<file path="config.mk">
export PLATFORM = sky130hd
export DESIGN_NAME = dwpd_merge
export DESIGN_NICKNAME = d
export VERILOG_FILES = /design/src/rtl/core/dual_wheel_pid_pwm_drive_core_defines.svh /design/src/rtl/core/dwpd_pkg.sv /design/src/rtl/core/dwpd_merge.sv
export SDC_FILE = /design/constraint.sdc
export NUM_CORES = 1
export LEC_CHECK = 0
export ABC_AREA = 1
export BUFFER_PORTS_ARGS = -buffer_cell sky130_fd_sc_hd__buf_4
export CAP_MARGIN = 20
export CORE_UTILIZATION = 39
export DETAILED_ROUTE_END_ITERATION = 10
export HOLD_SLACK_MARGIN = 0.05
export PLACE_DENSITY = 0.84
export SLEW_MARGIN = 20
export SYNTH_ARGS = -nofsm -noshare
export SYNTH_HDL_FRONTEND = slang
export SYNTH_SLANG_ARGS = --single-unit
</file>
<file path="constraint.sdc">
create_clock -name clk -period 0.8 [get_ports clk]
set_input_delay 0.12 -clock clk [delete_from_list [all_inputs] [get_ports clk]]
set_output_delay 0.12 -clock clk [all_outputs]
set_load 0.01 [all_outputs]
</file>
<file path="src/rtl/core/dual_wheel_pid_pwm_drive_core_defines.svh">
// assertion macros shared by the drive core rtl
`ifndef DUAL_WHEEL_PID_PWM_DRIVE_CORE_DEFINES_SVH
`define DUAL_WHEEL_PID_PWM_DRIVE_CORE_DEFINES_SVH

// same-cycle implication, sampled on clk, off while rst_n is low
`define DWPD_ASSERT_SAME(label, ante, cons, msg) \
    label: assert property (@(posedge clk) disable iff (!rst_n) (ante) |-> (cons)) \
        else $error(msg);

// next-cycle implication, sampled on clk, off while rst_n is low
`define DWPD_ASSERT_NEXT(label, ante, cons, msg) \
    label: assert property (@(posedge clk) disable iff (!rst_n) (ante) |=> (cons)) \
        else $error(msg);

`endif

</file>
<file path="src/rtl/core/dwpd_pkg.sv">
// shared types and constants of the dual wheel pid pwm drive core
package dwpd_pkg;

    // pipeline depth of one wheel lane
    localparam int NSTG = 7;

    // fixed field widths
    localparam int GAIN_WIDTH  = 8;
    localparam int DUTY_WIDTH  = 8;
    localparam int INTEG_WIDTH = 32;
    localparam int CFG_ADDR_WIDTH = 2;

    // divide by 10000: floor(x / 10000) == (x * DIV_MAGIC) >> DIV_SHIFT for x < 2**32
    localparam logic [63:0] DIV_MAGIC = 64'd3518437209;
    localparam int DIV_SHIFT = 45;
    localparam logic [31:0] INTEG_SCALE = 32'd10000;
    localparam logic signed [INTEG_WIDTH-1:0] INTEG_PRELOAD = 32'sd50000;

    // widths of the split integral term
    localparam int Q1_WIDTH   = 18;  // |acc| / 10000
    localparam int REM_WIDTH  = 14;  // |acc| % 10000
    localparam int KIQ_WIDTH  = 26;  // ki * (|acc| / 10000)
    localparam int KR_WIDTH   = 22;  // ki * (|acc| % 10000)
    localparam int Q2_WIDTH   = 8;   // ki * (|acc| % 10000) / 10000
    localparam int QMAG_WIDTH = 27;  // |trunc(ki * acc / 10000)|

    // register reset values
    localparam logic [GAIN_WIDTH-1:0] PROP_GAIN_RST  = 8'd10;
    localparam logic [GAIN_WIDTH-1:0] INTEG_GAIN_RST = 8'd40;
    localparam logic [GAIN_WIDTH-1:0] DERIV_GAIN_RST = 8'd1;
    localparam logic [DUTY_WIDTH-1:0] MAX_DUTY_RST   = 8'd150;

    // configuration register indexes
    typedef enum logic [CFG_ADDR_WIDTH-1:0] {
        REG_PROP_GAIN  = 2'd0,
        REG_INTEG_GAIN = 2'd1,
        REG_DERIV_GAIN = 2'd2,
        REG_MAX_DUTY   = 2'd3
    } cfg_reg_t;

    // gains and clamp seen by both lanes
    typedef struct packed {
        logic [GAIN_WIDTH-1:0] prop_gain;
        logic [GAIN_WIDTH-1:0] integ_gain;
        logic [GAIN_WIDTH-1:0] deriv_gain;
        logic [DUTY_WIDTH-1:0] max_duty;
    } gain_cfg_t;

    // per-stage load strobes, load[0] is word acceptance
    typedef struct packed {
        logic [NSTG-1:0] load;
    } pipe_ctrl_t;

    // pwm pair of one wheel
    typedef struct packed {
        logic [DUTY_WIDTH-1:0] backward;
        logic [DUTY_WIDTH-1:0] forward;
    } wheel_duty_t;

endpackage

</file>
<file path="src/rtl/core/dwpd_merge.sv">
// output stage: joins both lanes into one result word behind a register
module dwpd_merge (
    input  logic                  clk,
    input  logic                  rst_n,
    input  logic                  load,
    input  dwpd_pkg::wheel_duty_t left_duty,
    input  dwpd_pkg::wheel_duty_t right_duty,
    input  logic                  m_axis_tready,
    output logic                  m_axis_tvalid,
    // left_forward_duty, left_backward_duty, right_forward_duty, right_backward_duty
    output logic [31:0]           m_axis_tdata,
    output logic                  free
);
    import dwpd_pkg::*;

    logic        valid_reg;
    logic        valid_next;
    logic [31:0] data_reg;

    // register takes a new word when empty or being drained
    assign free       = !valid_reg || m_axis_tready;
    assign valid_next = load || (valid_reg && !m_axis_tready);

    always_ff @(posedge clk or negedge rst_n)
    begin
        if (!rst_n)
        begin
            valid_reg <= 1'b0;
        end
        else
        begin
            valid_reg <= valid_next;
        end
    end

    // pack the two pwm pairs, left forward in the lowest byte
    always_ff @(posedge clk)
    begin
        if (load)
        begin
            data_reg <= {right_duty.backward, right_duty.forward,
                         left_duty.backward, left_duty.forward};
        end
    end

    assign m_axis_tvalid = valid_reg;
    assign m_axis_tdata  = data_reg;

endmodule

</file>
==> results of run 1 <==
==> cells by family (layout without fill, tap and decap cells) <==
group / Yosys count / in the layout / share of synthesized area
buffers and inverters: 2 / 118 / 0.00747
DFF: 33 / 33 / 0.980
and+or+nand+nor: 2 / 2 / 0.0124
==> how the worst max path moves through the flow <==
stage / startpoint / end / slack, ps / cells after the start
3_3_place_gp: load / m_axis_tdata[20] / 120 / 2
5_1_grt: m_axis_tvalid / m_axis_tvalid / -330 / 6
3_5_place_dp: m_axis_tvalid / free / 90 / 2
4_1_cts: m_axis_tvalid / free / -250 / 2
6_report: m_axis_tvalid / m_axis_tvalid / -310 / 6
2_1_floorplan: m_axis_tvalid / m_axis_tvalid / 130 / 2
==> sequential cells by signal, summed over array words and instances (netlist names) <==
signal and cells:
m_axis_tvalid 1, m_axis_tdata 32
==> power groups by stage <==
stage          clock, mW  sequential [mW]  combinational, mW
2_1_floorplan          0             2.20            0.00981
3_3_place_gp           0             2.12              0.459
3_5_place_dp           0             2.12              0.469
4_1_cts            0.879             2.09              0.646
5_1_grt            0.994             2.13              0.749
6_report           0.880             2.12              0.711
==> through the flow <==
stage	TNS [ps]	power [mW]	setup WS [ps]	utilization
finish	-7000	3.71	-308	0.864
global route	-8680	3.87	-335	0.864
CTS	-6720	3.61	-250	0.840
detailed placement	0	2.59	92.1	0.652
global placement	0	2.58	122	0.652
floorplan	0	2.21	127	-
==> synth_stat cells <==
master / number
edfxtp_1: 32
inv_1: 2
nand2_2: 2
dfrtp_1: 1
==> cells in the final DEF, fill, tap and decap left out, drive strengths merged <==
master,n
buf,75
dlygate4sd3,33
edfxtp,32
clkbuf,6
inv,2
nand2,2
clkinv,2
dfrtp,1
==> worst register-to-register path: stages (launching register included) <==
cell	delay, ps
dfrtp_1	410
nand2_2	90
buf_4	130
buf_4	120
buf_4	120
buf_4	130
nand2_2	50
==> area by class of cell <==
type                    instances  area share
repair buffers                108       0.484
flip-flops and latches         33       0.465
clock buffers                   6      0.0195
well taps                      30      0.0177
multi-input cells               2     0.00590
clock inverters                 2     0.00472
inverters                       2     0.00354
==> layer usage <==
layer  up-vias  global-route usage  routed length [um]
li1        372                   -                   -
met2        74               0.422                1590
met4         0              0.0921                  33
met5         -                   0                   0
met1       382               0.326                1240
met3         5               0.128                 384
==> repair_timing <==
item	4_1_cts	5_1_grt
hold buffers	33	0
pin swaps	1	1
cloned	0	0
resized for setup	13	16
endpoints found under the hold margin	33	0
buffers inserted	4	0
setup endpoints to repair	34	35
==> flow_summary.ini, run 1 <==
[synthesis]
synth_area_mm2 = 0.00101
synth_top_area_frac = 0.955
synth_area_leaders = edfxtp_1 96%, dfrtp_1 2.5%, nand2_2 1.2%, inv_1 0.75%
postSynthCellCount = 37
synth-warning-count = 0
syn_area_per_cell_um2 = 27.2
synth.distinct_cells = 4
ys_ff_latch = 33
syn-num-nets = 73
ys_seq_area_frac = 0.980
yosys.area.top_type = edfxtp_1

[setup_path]
crit_path_end_kind = register
slowest_delay_ps = 410
startpoint_type = register
critPathSlowestCell = dfrtp_1
critPathTopFamily = buffers and inverters
worstPathRequired_ps = 1070
r2r-end = m_axis_tvalid
path_common_cell = buf_4
r2r_setup_slack_ps = -310
cp_cell_sequence = nand2_2, buf_4, buf_4, buf_4, buf_4, nand2_2
critPathArrivalTime_ps = 1380
reg2reg_depth = 6
timing.rr.start = m_axis_tvalid
crit_buf_inv = 4
path_class = register to register
crit_fanout = 2

[routing]
dr.first_iter.drc_count = 41
drc = 0
wl_um = 3250
final_antenna_net_count = 0
routedWlPerCell_um = 17.7
drt-vias-per-instance = 4.55
vias = 833
dr.pass1.iters = 4

[sta]
setup_viol = 35
setup_slack_ps = -308
fin_crit_ps = 1110
report.final.slew_viol_count = 0
maxSlewHeadroom = 0.899
max_freq_ghz = 0.903
fin_hold_ws_ps = 118
rsz0062_at_grt = true
finalCritPeriodShare = 1.38
final-hold-violation-count = 0
fin_skew_ps = 0
worst_pin_slew_ps = 152

[cells_and_area]
design_area_mm2 = 0.00212
drive_above_1_share = 0.549
ff_latch_area_um2 = 986
nets = 188
diodes = 0
instances_no_fill = 183
multi_input_area_um2 = 12.5
area_delta_synth_final_pct = 111
fill_cells = 95

[cts]
path_clk_slew_ps = 80
clockBufferDepth = 2
insertion_delay_ps = 320
cts.sink_count = 33
tritoncts = yes
cts_made_buffers = 5
cts_root_buf = clkbuf_4
ctsHtreeMaxLevel = 2

[power]
p_seq_frac = 0.571
irDropWorstVdd_mv = 1.83
p_sw_mw = 0.852
power_leakage_nw = 0.915
p_clk_frac = 0.237
intPower_mw = 2.85
swShare = 0.230
power_frac_comb = 0.192
p_per_area_mw_per_mm2 = 1750

[grt]
grt_pass1_wl_um = 4670
track_usage = 0.270
antenna_found_initial = 0
grt_pass1_vias = 905
grt_max_degree = 18
grt.overflow.total = 0

[placement]
place_hpwl_um = 1330
dp_cells = 138
dpl-instance-area_mm2 = 0.00160
io_buffers = 69
gp_congestion = 0.670

[job]
cap_viol_max_count = 0

[floorplanning]
rows = 18
die-area_mm2 = 0.00279
io_pins = 70
fp.dieH_um = 52.8
coreArea_mm2 = 0.00245
start_util = 0.410
die_x_um = 52.8

[outcome]
violations = negative setup slack
run_status = finished with violations

[worst_hold_path]
hold_path_class = primary input to asynchronous set/reset pin
Note: power is estimated with default switching activity, not from simulation.
==> inputs of run 2 (changes only) <==
--- a/config.mk
+++ b/config.mk
@@ -12,6 +12,7 @@
 export DETAILED_ROUTE_END_ITERATION = 10
 export HOLD_SLACK_MARGIN = 0.05
 export PLACE_DENSITY = 0.84
+export RECOVER_POWER = 25
 export SLEW_MARGIN = 20
 export SYNTH_ARGS = -nofsm -noshare
 export SYNTH_HDL_FRONTEND = slang
==> flow_summary.ini, run 2 (synthesized netlist as in run 1, its figures left out) <==
[outcome]
run_status = finished with violations
violations = negative setup slack

[cells_and_area]
drive_above_1_share = 0.536
final_cell_mix = 42 x buf_4, 33 x dlygate4sd3_1, 32 x edfxtp_1
nets = 188
diodes = 0
area_delta_synth_final_pct = 110
largest_reg_flops = 32
final_common_cell = buf_4

[floorplanning]
die_x_um = 52.8
die-area_mm2 = 0.00279
coreArea_mm2 = 0.00245
fp.dieH_um = 52.8
start_util = 0.410
rows = 18
io_pins = 70

[routing]
routedWlPerCell_um = 17.8
wl_met3_um = 352
drc = 0
route.met2.wl_um = 1580
wl_met1_um = 1270
dr.first_iter.drc_count = 25
vias = 838
final_antenna_net_count = 0
routed.top_layer = met4
wl_um = 3260
dr.pass1.iters = 4
drt-vias-per-instance = 4.58

[worst_hold_path]
hold_path_class = primary input to asynchronous set/reset pin

[power]
p_total_mw = 3.70
irDropWorstVdd_mv = 1.84
power_leakage_nw = 0.908
p_per_area_mw_per_mm2 = 1750

[placement]
io_buffers = 69
gp_congestion = 0.670
preCtsSetupSlack_ps = 92.1
place_hpwl_um = 1330

[sta]
fin_crit_ps = 1110
max_freq_ghz = 0.899
fin_hold_ws_ps = 124
report.final.slew_viol_count = 0
setup_slack_ps = -312
rsz0062_at_grt = true
fin_skew_ps = 0
finalCritPeriodShare = 1.39
worst_pin_slew_ps = 292
final-hold-violation-count = 0
maxSlewHeadroom = 0.806
setup_viol = 35

[cts]
cts_root_buf = clkbuf_4
tritoncts = yes
ctsHtreeMaxLevel = 2
cts_made_buffers = 5
cts.sink_count = 33
clockBufferDepth = 2
insertion_delay_ps = 320
path_clk_slew_ps = 80

[grt]
grt_max_degree = 18
track_usage = 0.270
grt.overflow.total = 0
grt_pass1_vias = 905
grt_pass1_wl_um = 4670
antenna_found_initial = 0

[setup_path]
startpoint_type = register
worstPathRequired_ps = 1070
path_class = register to register
crit_path_end_kind = register
reg2reg_depth = 6
critPathArrivalTime_ps = 1380
crit_fanout = 2

[job]
cap_viol_max_count = 0
[run 2: cell types whose count changed in the layout (fill, tap and decap cells not counted), sizes merged]
cell / delta
buf: -2
clkbuf: +2
[run 2: power by group]
group	switching (mW)	total (mW)	internal (mW)
Sequential	0.0688	2.12	2.05
Clock	0.543	0.877	0.334
Combinational	0.239	0.707	0.468
[run 2: per-layer routing]
metal	track usage	vias up
li1	-	372
met1	0.326	387
met2	0.422	73
met3	0.128	6
met4	0.0921	0
met5	0	-
[run 2: metrics by stage]
| stage | cell area (um2) | setup TNS, ps | instances | util |
|---|---|---|---|---|
| 3_5_place_dp | 1600 | 0 | 138 | 0.652 |
| 6_report | 2110 | -6940 | 183 | 0.861 |
| 3_3_place_gp | 1600 | 0 | 138 | 0.652 |
| 5_1_grt | 2110 | -8680 | 183 | 0.861 |
| 4_1_cts | 2060 | -6720 | 183 | 0.840 |
| 2_1_floorplan | 1010 | 0 | 37 | - |
[run 2: final cells by class]
class / instances / area, um2
multi-input combinational: 2 / 12.5
inverter: 2 / 7.51
sequential: 33 / 986
clock inverter: 2 / 10.0
tap: 30 / 37.5
timing repair buffer: 108 / 1020
fill: 97 / 340
clock buffer: 6 / 41.3
[run 2: critical path: stages (launching register included)]
cell	delay, ps
dfrtp_1	410
nand2_2	90
buf_4	130
buf_4	120
buf_4	120
buf_4	130
nand2_2	50
[run 2: what timing repair did]
action,4_1_cts,5_1_grt
hold endpoints to repair,33,0
buffers inserted,4,0
gates resized for setup,13,16
hold buffers,33,0
endpoints found under the setup margin,34,35
pin swaps,1,1
[run 2: final timing paths]
kind | end | slack, ps | from
worst max-delay path | m_axis_tvalid | -310 | m_axis_tvalid
worst min-delay path | m_axis_tvalid | 120 | rst_n
worst max register to register | m_axis_tvalid | -310 | m_axis_tvalid
worst min register to register | m_axis_tvalid | 990 | m_axis_tvalid
max in group asynchronous | m_axis_tvalid | 540 | rst_n
min in group clk | m_axis_tdata[19] | 300 | load
