## src/rtl/core/dual_wheel_pid_pwm_drive_core_defines.svh

```systemverilog
// assertion macros shared by the drive core rtl
`ifndef DUAL_WHEEL_PID_PWM_DRIVE_CORE_DEFINES_SVH
`define DUAL_WHEEL_PID_PWM_DRIVE_CORE_DEFINES_SVH

// same-cycle implication, sampled on clk, off while rst_n is low
`define DWPD_ASSERT_SAME(label, ante, cons, msg) \
    label: assert property (@(posedge clk) disable iff (!rst_n) (ante) |-> (cons)) \
        else $error(msg);

// next-cycle implication, sampled on clk, off while rst_n is low
`define DWPD_ASSERT_NEXT(label, ante, cons, msg) \
    label: assert property (@(posedge clk) disable iff (!rst_n) (ante) |=> (cons)) \
        else $error(msg);

`endif

```

## src/rtl/core/dwpd_pkg.sv

```systemverilog
// shared types and constants of the dual wheel pid pwm drive core
package dwpd_pkg;

    // pipeline depth of one wheel lane
    localparam int NSTG = 7;

    // fixed field widths
    localparam int GAIN_WIDTH  = 8;
    localparam int DUTY_WIDTH  = 8;
    localparam int INTEG_WIDTH = 32;
    localparam int CFG_ADDR_WIDTH = 2;

    // divide by 10000: floor(x / 10000) == (x * DIV_MAGIC) >> DIV_SHIFT for x < 2**32
    localparam logic [63:0] DIV_MAGIC = 64'd3518437209;
    localparam int DIV_SHIFT = 45;
    localparam logic [31:0] INTEG_SCALE = 32'd10000;
    localparam logic signed [INTEG_WIDTH-1:0] INTEG_PRELOAD = 32'sd50000;

    // widths of the split integral term
    localparam int Q1_WIDTH   = 18;  // |acc| / 10000
    localparam int REM_WIDTH  = 14;  // |acc| % 10000
    localparam int KIQ_WIDTH  = 26;  // ki * (|acc| / 10000)
    localparam int KR_WIDTH   = 22;  // ki * (|acc| % 10000)
    localparam int Q2_WIDTH   = 8;   // ki * (|acc| % 10000) / 10000
    localparam int QMAG_WIDTH = 27;  // |trunc(ki * acc / 10000)|

    // register reset values
    localparam logic [GAIN_WIDTH-1:0] PROP_GAIN_RST  = 8'd10;
    localparam logic [GAIN_WIDTH-1:0] INTEG_GAIN_RST = 8'd40;
    localparam logic [GAIN_WIDTH-1:0] DERIV_GAIN_RST = 8'd1;
    localparam logic [DUTY_WIDTH-1:0] MAX_DUTY_RST   = 8'd150;

    // configuration register indexes
    typedef enum logic [CFG_ADDR_WIDTH-1:0] {
        REG_PROP_GAIN  = 2'd0,
        REG_INTEG_GAIN = 2'd1,
        REG_DERIV_GAIN = 2'd2,
        REG_MAX_DUTY   = 2'd3
    } cfg_reg_t;

    // gains and clamp seen by both lanes
    typedef struct packed {
        logic [GAIN_WIDTH-1:0] prop_gain;
        logic [GAIN_WIDTH-1:0] integ_gain;
        logic [GAIN_WIDTH-1:0] deriv_gain;
        logic [DUTY_WIDTH-1:0] max_duty;
    } gain_cfg_t;

    // per-stage load strobes, load[0] is word acceptance
    typedef struct packed {
        logic [NSTG-1:0] load;
    } pipe_ctrl_t;

    // pwm pair of one wheel
    typedef struct packed {
        logic [DUTY_WIDTH-1:0] backward;
        logic [DUTY_WIDTH-1:0] forward;
    } wheel_duty_t;

endpackage

```

## src/rtl/core/dwpd_lane.sv

```systemverilog
// one wheel lane: pid error terms, integral state, split divide and duty select
module dwpd_lane #(
    parameter int SPEED_WIDTH = 16
) (
    input  logic                           clk,
    input  logic                           rst_n,
    input  dwpd_pkg::pipe_ctrl_t           ctrl,
    input  dwpd_pkg::gain_cfg_t            gains,
    input  logic signed [SPEED_WIDTH-1:0]  reference,
    input  logic signed [SPEED_WIDTH-1:0]  measured,
    output dwpd_pkg::wheel_duty_t          duty
);
    import dwpd_pkg::*;

    localparam int EW  = SPEED_WIDTH + 1;       // error
    localparam int DFW = SPEED_WIDTH + 2;       // error difference
    localparam int KPW = EW + GAIN_WIDTH + 1;   // kp * e
    localparam int KDW = DFW + GAIN_WIDTH + 1;  // kd * d
    localparam int PSW = KDW + 1;               // kp * e + kd * d
    localparam int DW  = ((PSW > QMAG_WIDTH + 1) ? PSW : QMAG_WIDTH + 1) + 1;

    // stage 1 is the state itself: acc_reg and last_reg hold the current word
    logic signed [INTEG_WIDTH-1:0] acc_reg;
    logic signed [EW-1:0]          last_reg;
    logic signed [DFW-1:0]         d1_reg;
    logic                          refz1_reg;

    logic signed [EW-1:0]          e_c;
    logic signed [INTEG_WIDTH:0]   asum_c;
    logic signed [INTEG_WIDTH-1:0] asat_c;
    logic signed [DFW-1:0]         d_c;

    // error, saturating integral, difference
    always_comb
    begin
        e_c    = {reference[SPEED_WIDTH-1], reference} - {measured[SPEED_WIDTH-1], measured};
        asum_c = {acc_reg[INTEG_WIDTH-1], acc_reg}
                 + {{(INTEG_WIDTH+1-EW){e_c[EW-1]}}, e_c};
        if (asum_c[INTEG_WIDTH] != asum_c[INTEG_WIDTH-1])
        begin
            asat_c = asum_c[INTEG_WIDTH] ? {1'b1, {(INTEG_WIDTH-1){1'b0}}}
                                          : {1'b0, {(INTEG_WIDTH-1){1'b1}}};
        end
        else
        begin
            asat_c = asum_c[INTEG_WIDTH-1:0];
        end
        d_c = {e_c[EW-1], e_c} - {last_reg[EW-1], last_reg};
    end

    always_ff @(posedge clk or negedge rst_n)
    begin
        if (!rst_n)
        begin
            acc_reg  <= INTEG_PRELOAD;
            last_reg <= '0;
        end
        else if (ctrl.load[0])
        begin
            acc_reg  <= asat_c;
            last_reg <= e_c;
        end
    end

    always_ff @(posedge clk)
    begin
        if (ctrl.load[0])
        begin
            d1_reg    <= d_c;
            refz1_reg <= (reference == '0);
        end
    end

    // stage 2: |acc| / 10000 by reciprocal, kp and kd products
    logic [INTEG_WIDTH-1:0] maga_c;
    logic [63:0]            p1_c;
    logic [Q1_WIDTH-1:0]    q1_2_reg;
    logic [INTEG_WIDTH-1:0] maga2_reg;
    logic                   aneg2_reg;
    logic signed [KPW-1:0]  kpe2_reg;
    logic signed [KDW-1:0]  kdd2_reg;
    logic                   refz2_reg;

    assign maga_c = acc_reg[INTEG_WIDTH-1] ? INTEG_WIDTH'(-acc_reg) : INTEG_WIDTH'(acc_reg);
    assign p1_c   = {{(64-INTEG_WIDTH){1'b0}}, maga_c} * DIV_MAGIC;

    always_ff @(posedge clk)
    begin
        if (ctrl.load[1])
        begin
            q1_2_reg  <= p1_c[DIV_SHIFT +: Q1_WIDTH];
            maga2_reg <= maga_c;
            aneg2_reg <= acc_reg[INTEG_WIDTH-1];
            kpe2_reg  <= last_reg * $signed({1'b0, gains.prop_gain});
            kdd2_reg  <= d1_reg * $signed({1'b0, gains.deriv_gain});
            refz2_reg <= refz1_reg;
        end
    end

    // stage 3: remainder, ki times quotient, pd sum
    logic [INTEG_WIDTH-1:0] rem_full_c;
    logic [KIQ_WIDTH-1:0]   kiq_c;
    logic [REM_WIDTH-1:0]   rem3_reg;
    logic [KIQ_WIDTH-1:0]   kiq3_reg;
    logic                   aneg3_reg;
    logic signed [PSW-1:0]  psum3_reg;
    logic                   refz3_reg;

    assign rem_full_c = maga2_reg
                        - ({{(INTEG_WIDTH-Q1_WIDTH){1'b0}}, q1_2_reg} * INTEG_SCALE);
    assign kiq_c = {{(KIQ_WIDTH-GAIN_WIDTH){1'b0}}, gains.integ_gain}
                   * {{(KIQ_WIDTH-Q1_WIDTH){1'b0}}, q1_2_reg};

    always_ff @(posedge clk)
    begin
        if (ctrl.load[2])
        begin
            rem3_reg  <= rem_full_c[REM_WIDTH-1:0];
            kiq3_reg  <= kiq_c;
            aneg3_reg <= aneg2_reg;
            psum3_reg <= {{(PSW-KPW){kpe2_reg[KPW-1]}}, kpe2_reg}
                         + {kdd2_reg[KDW-1], kdd2_reg};
            refz3_reg <= refz2_reg;
        end
    end

    // stage 4: ki times remainder
    logic [KR_WIDTH-1:0]   kr_c;
    logic [KR_WIDTH-1:0]   kr4_reg;
    logic [KIQ_WIDTH-1:0]  kiq4_reg;
    logic                  aneg4_reg;
    logic signed [PSW-1:0] psum4_reg;
    logic                  refz4_reg;

    assign kr_c = {{(KR_WIDTH-GAIN_WIDTH){1'b0}}, gains.integ_gain}
                  * {{(KR_WIDTH-REM_WIDTH){1'b0}}, rem3_reg};

    always_ff @(posedge clk)
    begin
        if (ctrl.load[3])
        begin
            kr4_reg   <= kr_c;
            kiq4_reg  <= kiq3_reg;
            aneg4_reg <= aneg3_reg;
            psum4_reg <= psum3_reg;
            refz4_reg <= refz3_reg;
        end
    end

    // stage 5: second reciprocal divide of the remainder product
    logic [63:0]           p2_c;
    logic [Q2_WIDTH-1:0]   q2_5_reg;
    logic [KR_WIDTH-1:0]   kr5_reg;
    logic [KIQ_WIDTH-1:0]  kiq5_reg;
    logic                  aneg5_reg;
    logic signed [PSW-1:0] psum5_reg;
    logic                  refz5_reg;

    assign p2_c = {{(64-KR_WIDTH){1'b0}}, kr4_reg} * DIV_MAGIC;

    always_ff @(posedge clk)
    begin
        if (ctrl.load[4])
        begin
            q2_5_reg  <= p2_c[DIV_SHIFT +: Q2_WIDTH];
            kr5_reg   <= kr4_reg;
            kiq5_reg  <= kiq4_reg;
            aneg5_reg <= aneg4_reg;
            psum5_reg <= psum4_reg;
            refz5_reg <= refz4_reg;
        end
    end

    // stage 6: integral quotient magnitude and nonzero remainder flag
    logic [KR_WIDTH-1:0]   q2x_c;
    logic [QMAG_WIDTH-1:0] qmag6_reg;
    logic                  nz6_reg;
    logic                  aneg6_reg;
    logic signed [PSW-1:0] psum6_reg;
    logic                  refz6_reg;

    assign q2x_c = {{(KR_WIDTH-Q2_WIDTH){1'b0}}, q2_5_reg} * INTEG_SCALE[KR_WIDTH-1:0];

    always_ff @(posedge clk)
    begin
        if (ctrl.load[5])
        begin
            qmag6_reg <= {{(QMAG_WIDTH-KIQ_WIDTH){1'b0}}, kiq5_reg}
                         + {{(QMAG_WIDTH-Q2_WIDTH){1'b0}}, q2_5_reg};
            nz6_reg   <= (kr5_reg != q2x_c);
            aneg6_reg <= aneg5_reg;
            psum6_reg <= psum5_reg;
            refz6_reg <= refz5_reg;
        end
    end

    // stage 7: drive = pd + integral quotient, fixed toward zero by the remainder sign
    logic [DW-1:0]        qext_c;
    logic signed [DW-1:0] qs_c;
    logic signed [DW-1:0] t_c;
    logic signed [DW-1:0] drive_c;
    logic signed [DW-1:0] drive7_reg;
    logic                 refz7_reg;

    always_comb
    begin
        qext_c = {{(DW-QMAG_WIDTH){1'b0}}, qmag6_reg};
        qs_c   = aneg6_reg ? -$signed(qext_c) : $signed(qext_c);
        t_c    = {{(DW-PSW){psum6_reg[PSW-1]}}, psum6_reg} + qs_c;
        drive_c = t_c;
        if (nz6_reg && aneg6_reg && (t_c > 0))
        begin
            drive_c = t_c - DW'(1);
        end
        else if (nz6_reg && !aneg6_reg && (t_c < 0))
        begin
            drive_c = t_c + DW'(1);
        end
    end

    always_ff @(posedge clk)
    begin
        if (ctrl.load[6])
        begin
            drive7_reg <= drive_c;
            refz7_reg  <= refz6_reg;
        end
    end

    // magnitude, clamp, zero duty for a zero reference, and side select
    logic                  neg_c;
    logic [DW-1:0]         mag_c;
    logic [DUTY_WIDTH-1:0] dmag_c;

    always_comb
    begin
        neg_c = drive7_reg[DW-1];
        mag_c = neg_c ? DW'(-drive7_reg) : DW'(drive7_reg);
        if (refz7_reg)
        begin
            dmag_c = '0;
        end
        else if (mag_c > {{(DW-DUTY_WIDTH){1'b0}}, gains.max_duty})
        begin
            dmag_c = gains.max_duty;
        end
        else
        begin
            dmag_c = mag_c[DUTY_WIDTH-1:0];
        end
        duty.forward  = neg_c ? '0 : dmag_c;
        duty.backward = neg_c ? dmag_c : '0;
    end

endmodule

```

## config.mk

```make
export PLATFORM = sky130hd
export DESIGN_NAME = dwpd_lane
export DESIGN_NICKNAME = d
export VERILOG_FILES = /design/src/rtl/core/dual_wheel_pid_pwm_drive_core_defines.svh /design/src/rtl/core/dwpd_pkg.sv /design/src/rtl/core/dwpd_lane.sv
export SDC_FILE = /design/constraint.sdc
export NUM_CORES = 2
export LEC_CHECK = 0
export BUFFER_PORTS_ARGS = -buffer_cell sky130_fd_sc_hd__buf_2
export CAP_MARGIN = 5
export CORE_MARGIN = 2
export CORE_UTILIZATION = 55
export CTS_BUF_LIST = sky130_fd_sc_hd__clkbuf_8
export DETAILED_ROUTE_END_ITERATION = 7
export GPL_ROUTABILITY_DRIVEN = 0
export PLACE_DENSITY = 0.74
export RECOVER_POWER = 25
export SYNTH_ARGS = -nofsm -noshare
export SYNTH_HDL_FRONTEND = slang
export SYNTH_SLANG_ARGS = --single-unit
```

## constraint.sdc

```tcl
create_clock -name clk -period 10.2 [get_ports clk]
set_input_delay 1.53 -clock clk [delete_from_list [all_inputs] [get_ports clk]]
set_output_delay 1.53 -clock clk [all_outputs]
set_load 0.005 [all_outputs]
```

==> results.cfg <==
[routing]
wl_um = 165000
drt-pass1-iter-count = 5
vias = 48600
viasPerCell = 5.46
wire_per_inst_um = 18.6
initialDrtViolationCount = 3134
drtAntennaViolNets = 0
drc_errors = 0

[floorplan]
dieWidth_um = 364
num_rows = 132
start_util_pct = 55.3
die_area_mm2 = 0.133
core_mm2 = 0.129
ios = 89
die_h_um = 364

[synthesis]
netlist_area_mm2 = 0.0714
syn_nets = 9074
synth.yosys.warnings = 0
synth_edf_count = 428
ys_types = 95
synth.most_common_cell = inv_1
yosysSeqAreaShare_pct = 19.7
synth-main-ff-cell = edfxtp_1
syn_avg_cell_area_um2 = 10.4
synthTopCellsByArea = fa_1 32%, edfxtp_1 18%, ha_1 17%
synth-async-reset-ratio_pct = 10.3
yosys.area.top_type = fa_1
postSynthCellCount = 6881
yosysTopAreaCellShare_pct = 31.6
postSynthRegisterBits = 477
synthTopCellsByCount = 1643 x inv_1, 1128 x fa_1, 992 x ha_1

[clock_network]
ctsHoldBuffers = 0
clk-insertion-delay-late_ns = 0.79
numCtsBuffers = 80
cts_tree = built
cts_sinks = 477
cts_max_path_buffers = 3
htreeDepth = 3
path_clk_slew_ns = 0.06
cts_root_buffer = clkbuf_8

[layout]
finish.utilization_pct = 59.4
fill_cells = 10400
multiInputGateArea_mm2 = 0.0512
nets = 9281
seq_area_mm2 = 0.0141
drive_above_1_share_pct = 6.24
synthToLayoutAreaGrowth_pct = 7.48
largest_reg_flops = 32

[grt]
grt_pass1_vias = 50700
grt_max_degree = 86
grt_overflow_total = 0
antenna_found_initial = 4
gr-usage-all-layers_pct = 25.6
grt_pass1_wl_um = 267000

[sta]
rsz0062_at_grt = true
hold_viol = 0
report.final.slew_viol_count = 50
slew_headroom_pct = -96.8
max_freq_mhz = 94.3
worst_slack_ns = -0.405
fin_crit_sh_pct = 104
fin_crit_ns = 10.60
setup_violations = 13
clock_skew_ns = 0.0526
worst-slew-pin-transition_ns = 2.95

[critical_path]
cp.required_ns = 10.71
slowest_delay_ns = 0.55
start_kind = register
path_max_fanout = 3
critPathArrivalTime_ns = 11.11
path_class = register to register
cpMaxStageDelayCell = or4_4
setup.worst_path.end_class = register

[placed_design]
hpwl_um = 138000
io_buffers = 88
post-place-ws_ns = -0.768

[flow_run]
maxCapViolations = 1

[status]
status = finished, violations left
violations = max-capacitance violations, max-slew violations, negative setup slack

[hold_path]
min_path_type = register to register
per-layer routing:
layer,part of all wire [%],GRT usage (%),vias up
met5,0.018,0,-
met4,3.5,8.40,6
met3,7.2,4.91,374
met2,48,42.0,1577
met1,42,34.2,24200
li1,-,-,22500
layout make-up:
class / instances / share of cell area, %
diodes: 3 / 0.00978
repair buffers: 226 / 2.02
multi-input cells: 4657 / 66.7
inverters: 1646 / 8.05
well taps: 1742 / 2.84
flip-flops and latches: 477 / 18.4
clock inverters: 60 / 0.530
clock buffers: 82 / 1.47
critical path: cells and delay by family, from the launching register on:
kind | cells | cell delay (ns)
adders and majority gates | 9 | 3.57
and+or+nand+nor | 12 | 3.42
AOI/OAI and AO/OA | 10 | 1.98
buffers and inverters | 7 | 0.67
DFF | 1 | 0.37
xor gates and xnor gates | 2 | 0.32
cell usage in the layout, fill, tap and decap left out, types with 16 or more instances in the layout:
cell type,Yosys,final
inv_1,1643,1656
fa_1,1128,1124
ha_1,992,981
edfxtp_1,428,428
nand2_1,377,377
and2_1,329,328
xnor2_1,294,290
a21oi_1,224,216
o21ai_0,181,174
nor2_1,175,171
buf_4,3,117
a21o_1,103,103
xor2_1,100,97
buf_2,1,83
clkbuf_8,0,82
nand3_1,65,64
nor3_1,62,61
nand2b_1,46,46
nor2b_1,45,45
o21a_1,44,44
dfrtp_1,43,43
and3_1,43,42
nand4_1,31,31
or3_1,30,28
a31oi_1,28,26
o21bai_1,24,24
o31ai_1,24,23
o2bb2ai_1,23,23
nor4_1,21,20
mux2i_1,19,19
a21boi_0,19,18
or2_2,18,17
a211oi_1,20,17
buf_6,1,17
clkinv_1,2,16
cells by family after synthesis:
logic type / synth area share, %
AOI/OAI and AO/OA: 7.46
adders and majority gates: 49.0
and+or+nand+nor: 9.40
muxes: 0.345
xor gates and xnor gates: 4.83
DFF: 19.7
buffers and inverters: 9.21
stage by stage:
| step | instances | setup TNS (ns) | hold WS (ns) | instance area [um^2] |
|---|---|---|---|---|
| 2_1_floorplan | 6881 | 0 | 0.400 | 71400 |
| 3_3_place_gp | 8724 | -3.92 | 0.400 | 74600 |
| 3_5_place_dp | 8724 | -8.33 | 0.405 | 74600 |
| 4_1_cts | 8886 | -4.49 | 0.379 | 76500 |
| 5_1_grt | 8891 | -8.91 | 0.404 | 76800 |
| 6_report | 8893 | -3.88 | 0.393 | 76800 |
what timing repair did:
item | in CTS | in global routing
pin swaps | 38 | 48
resized for setup | 48 | 43
setup buffers | 21 | 14
setup endpoints to repair | 17 | 18
path summary, 6_finish.rpt:
check / startpoint / to / slack [ns] / depth (start not counted)
setup / recovery: acc_reg[6] / q1_2_reg[17] / -0.40 / 40
hold / removal: psum3_reg[8] / psum4_reg[8] / 0.39 / 0
setup reg to reg: acc_reg[6] / q1_2_reg[17] / -0.40 / 40
hold reg to reg: psum3_reg[8] / psum4_reg[8] / 0.39 / 0
max in group asynchronous: rst_n / last_reg[2] / 6.71 / 2
min in group asynchronous: rst_n / last_reg[0] / 1.81 / 2
Power is not shown: default switching activity piles up to over one toggle a cycle in this logic, so the estimate is an artifact.
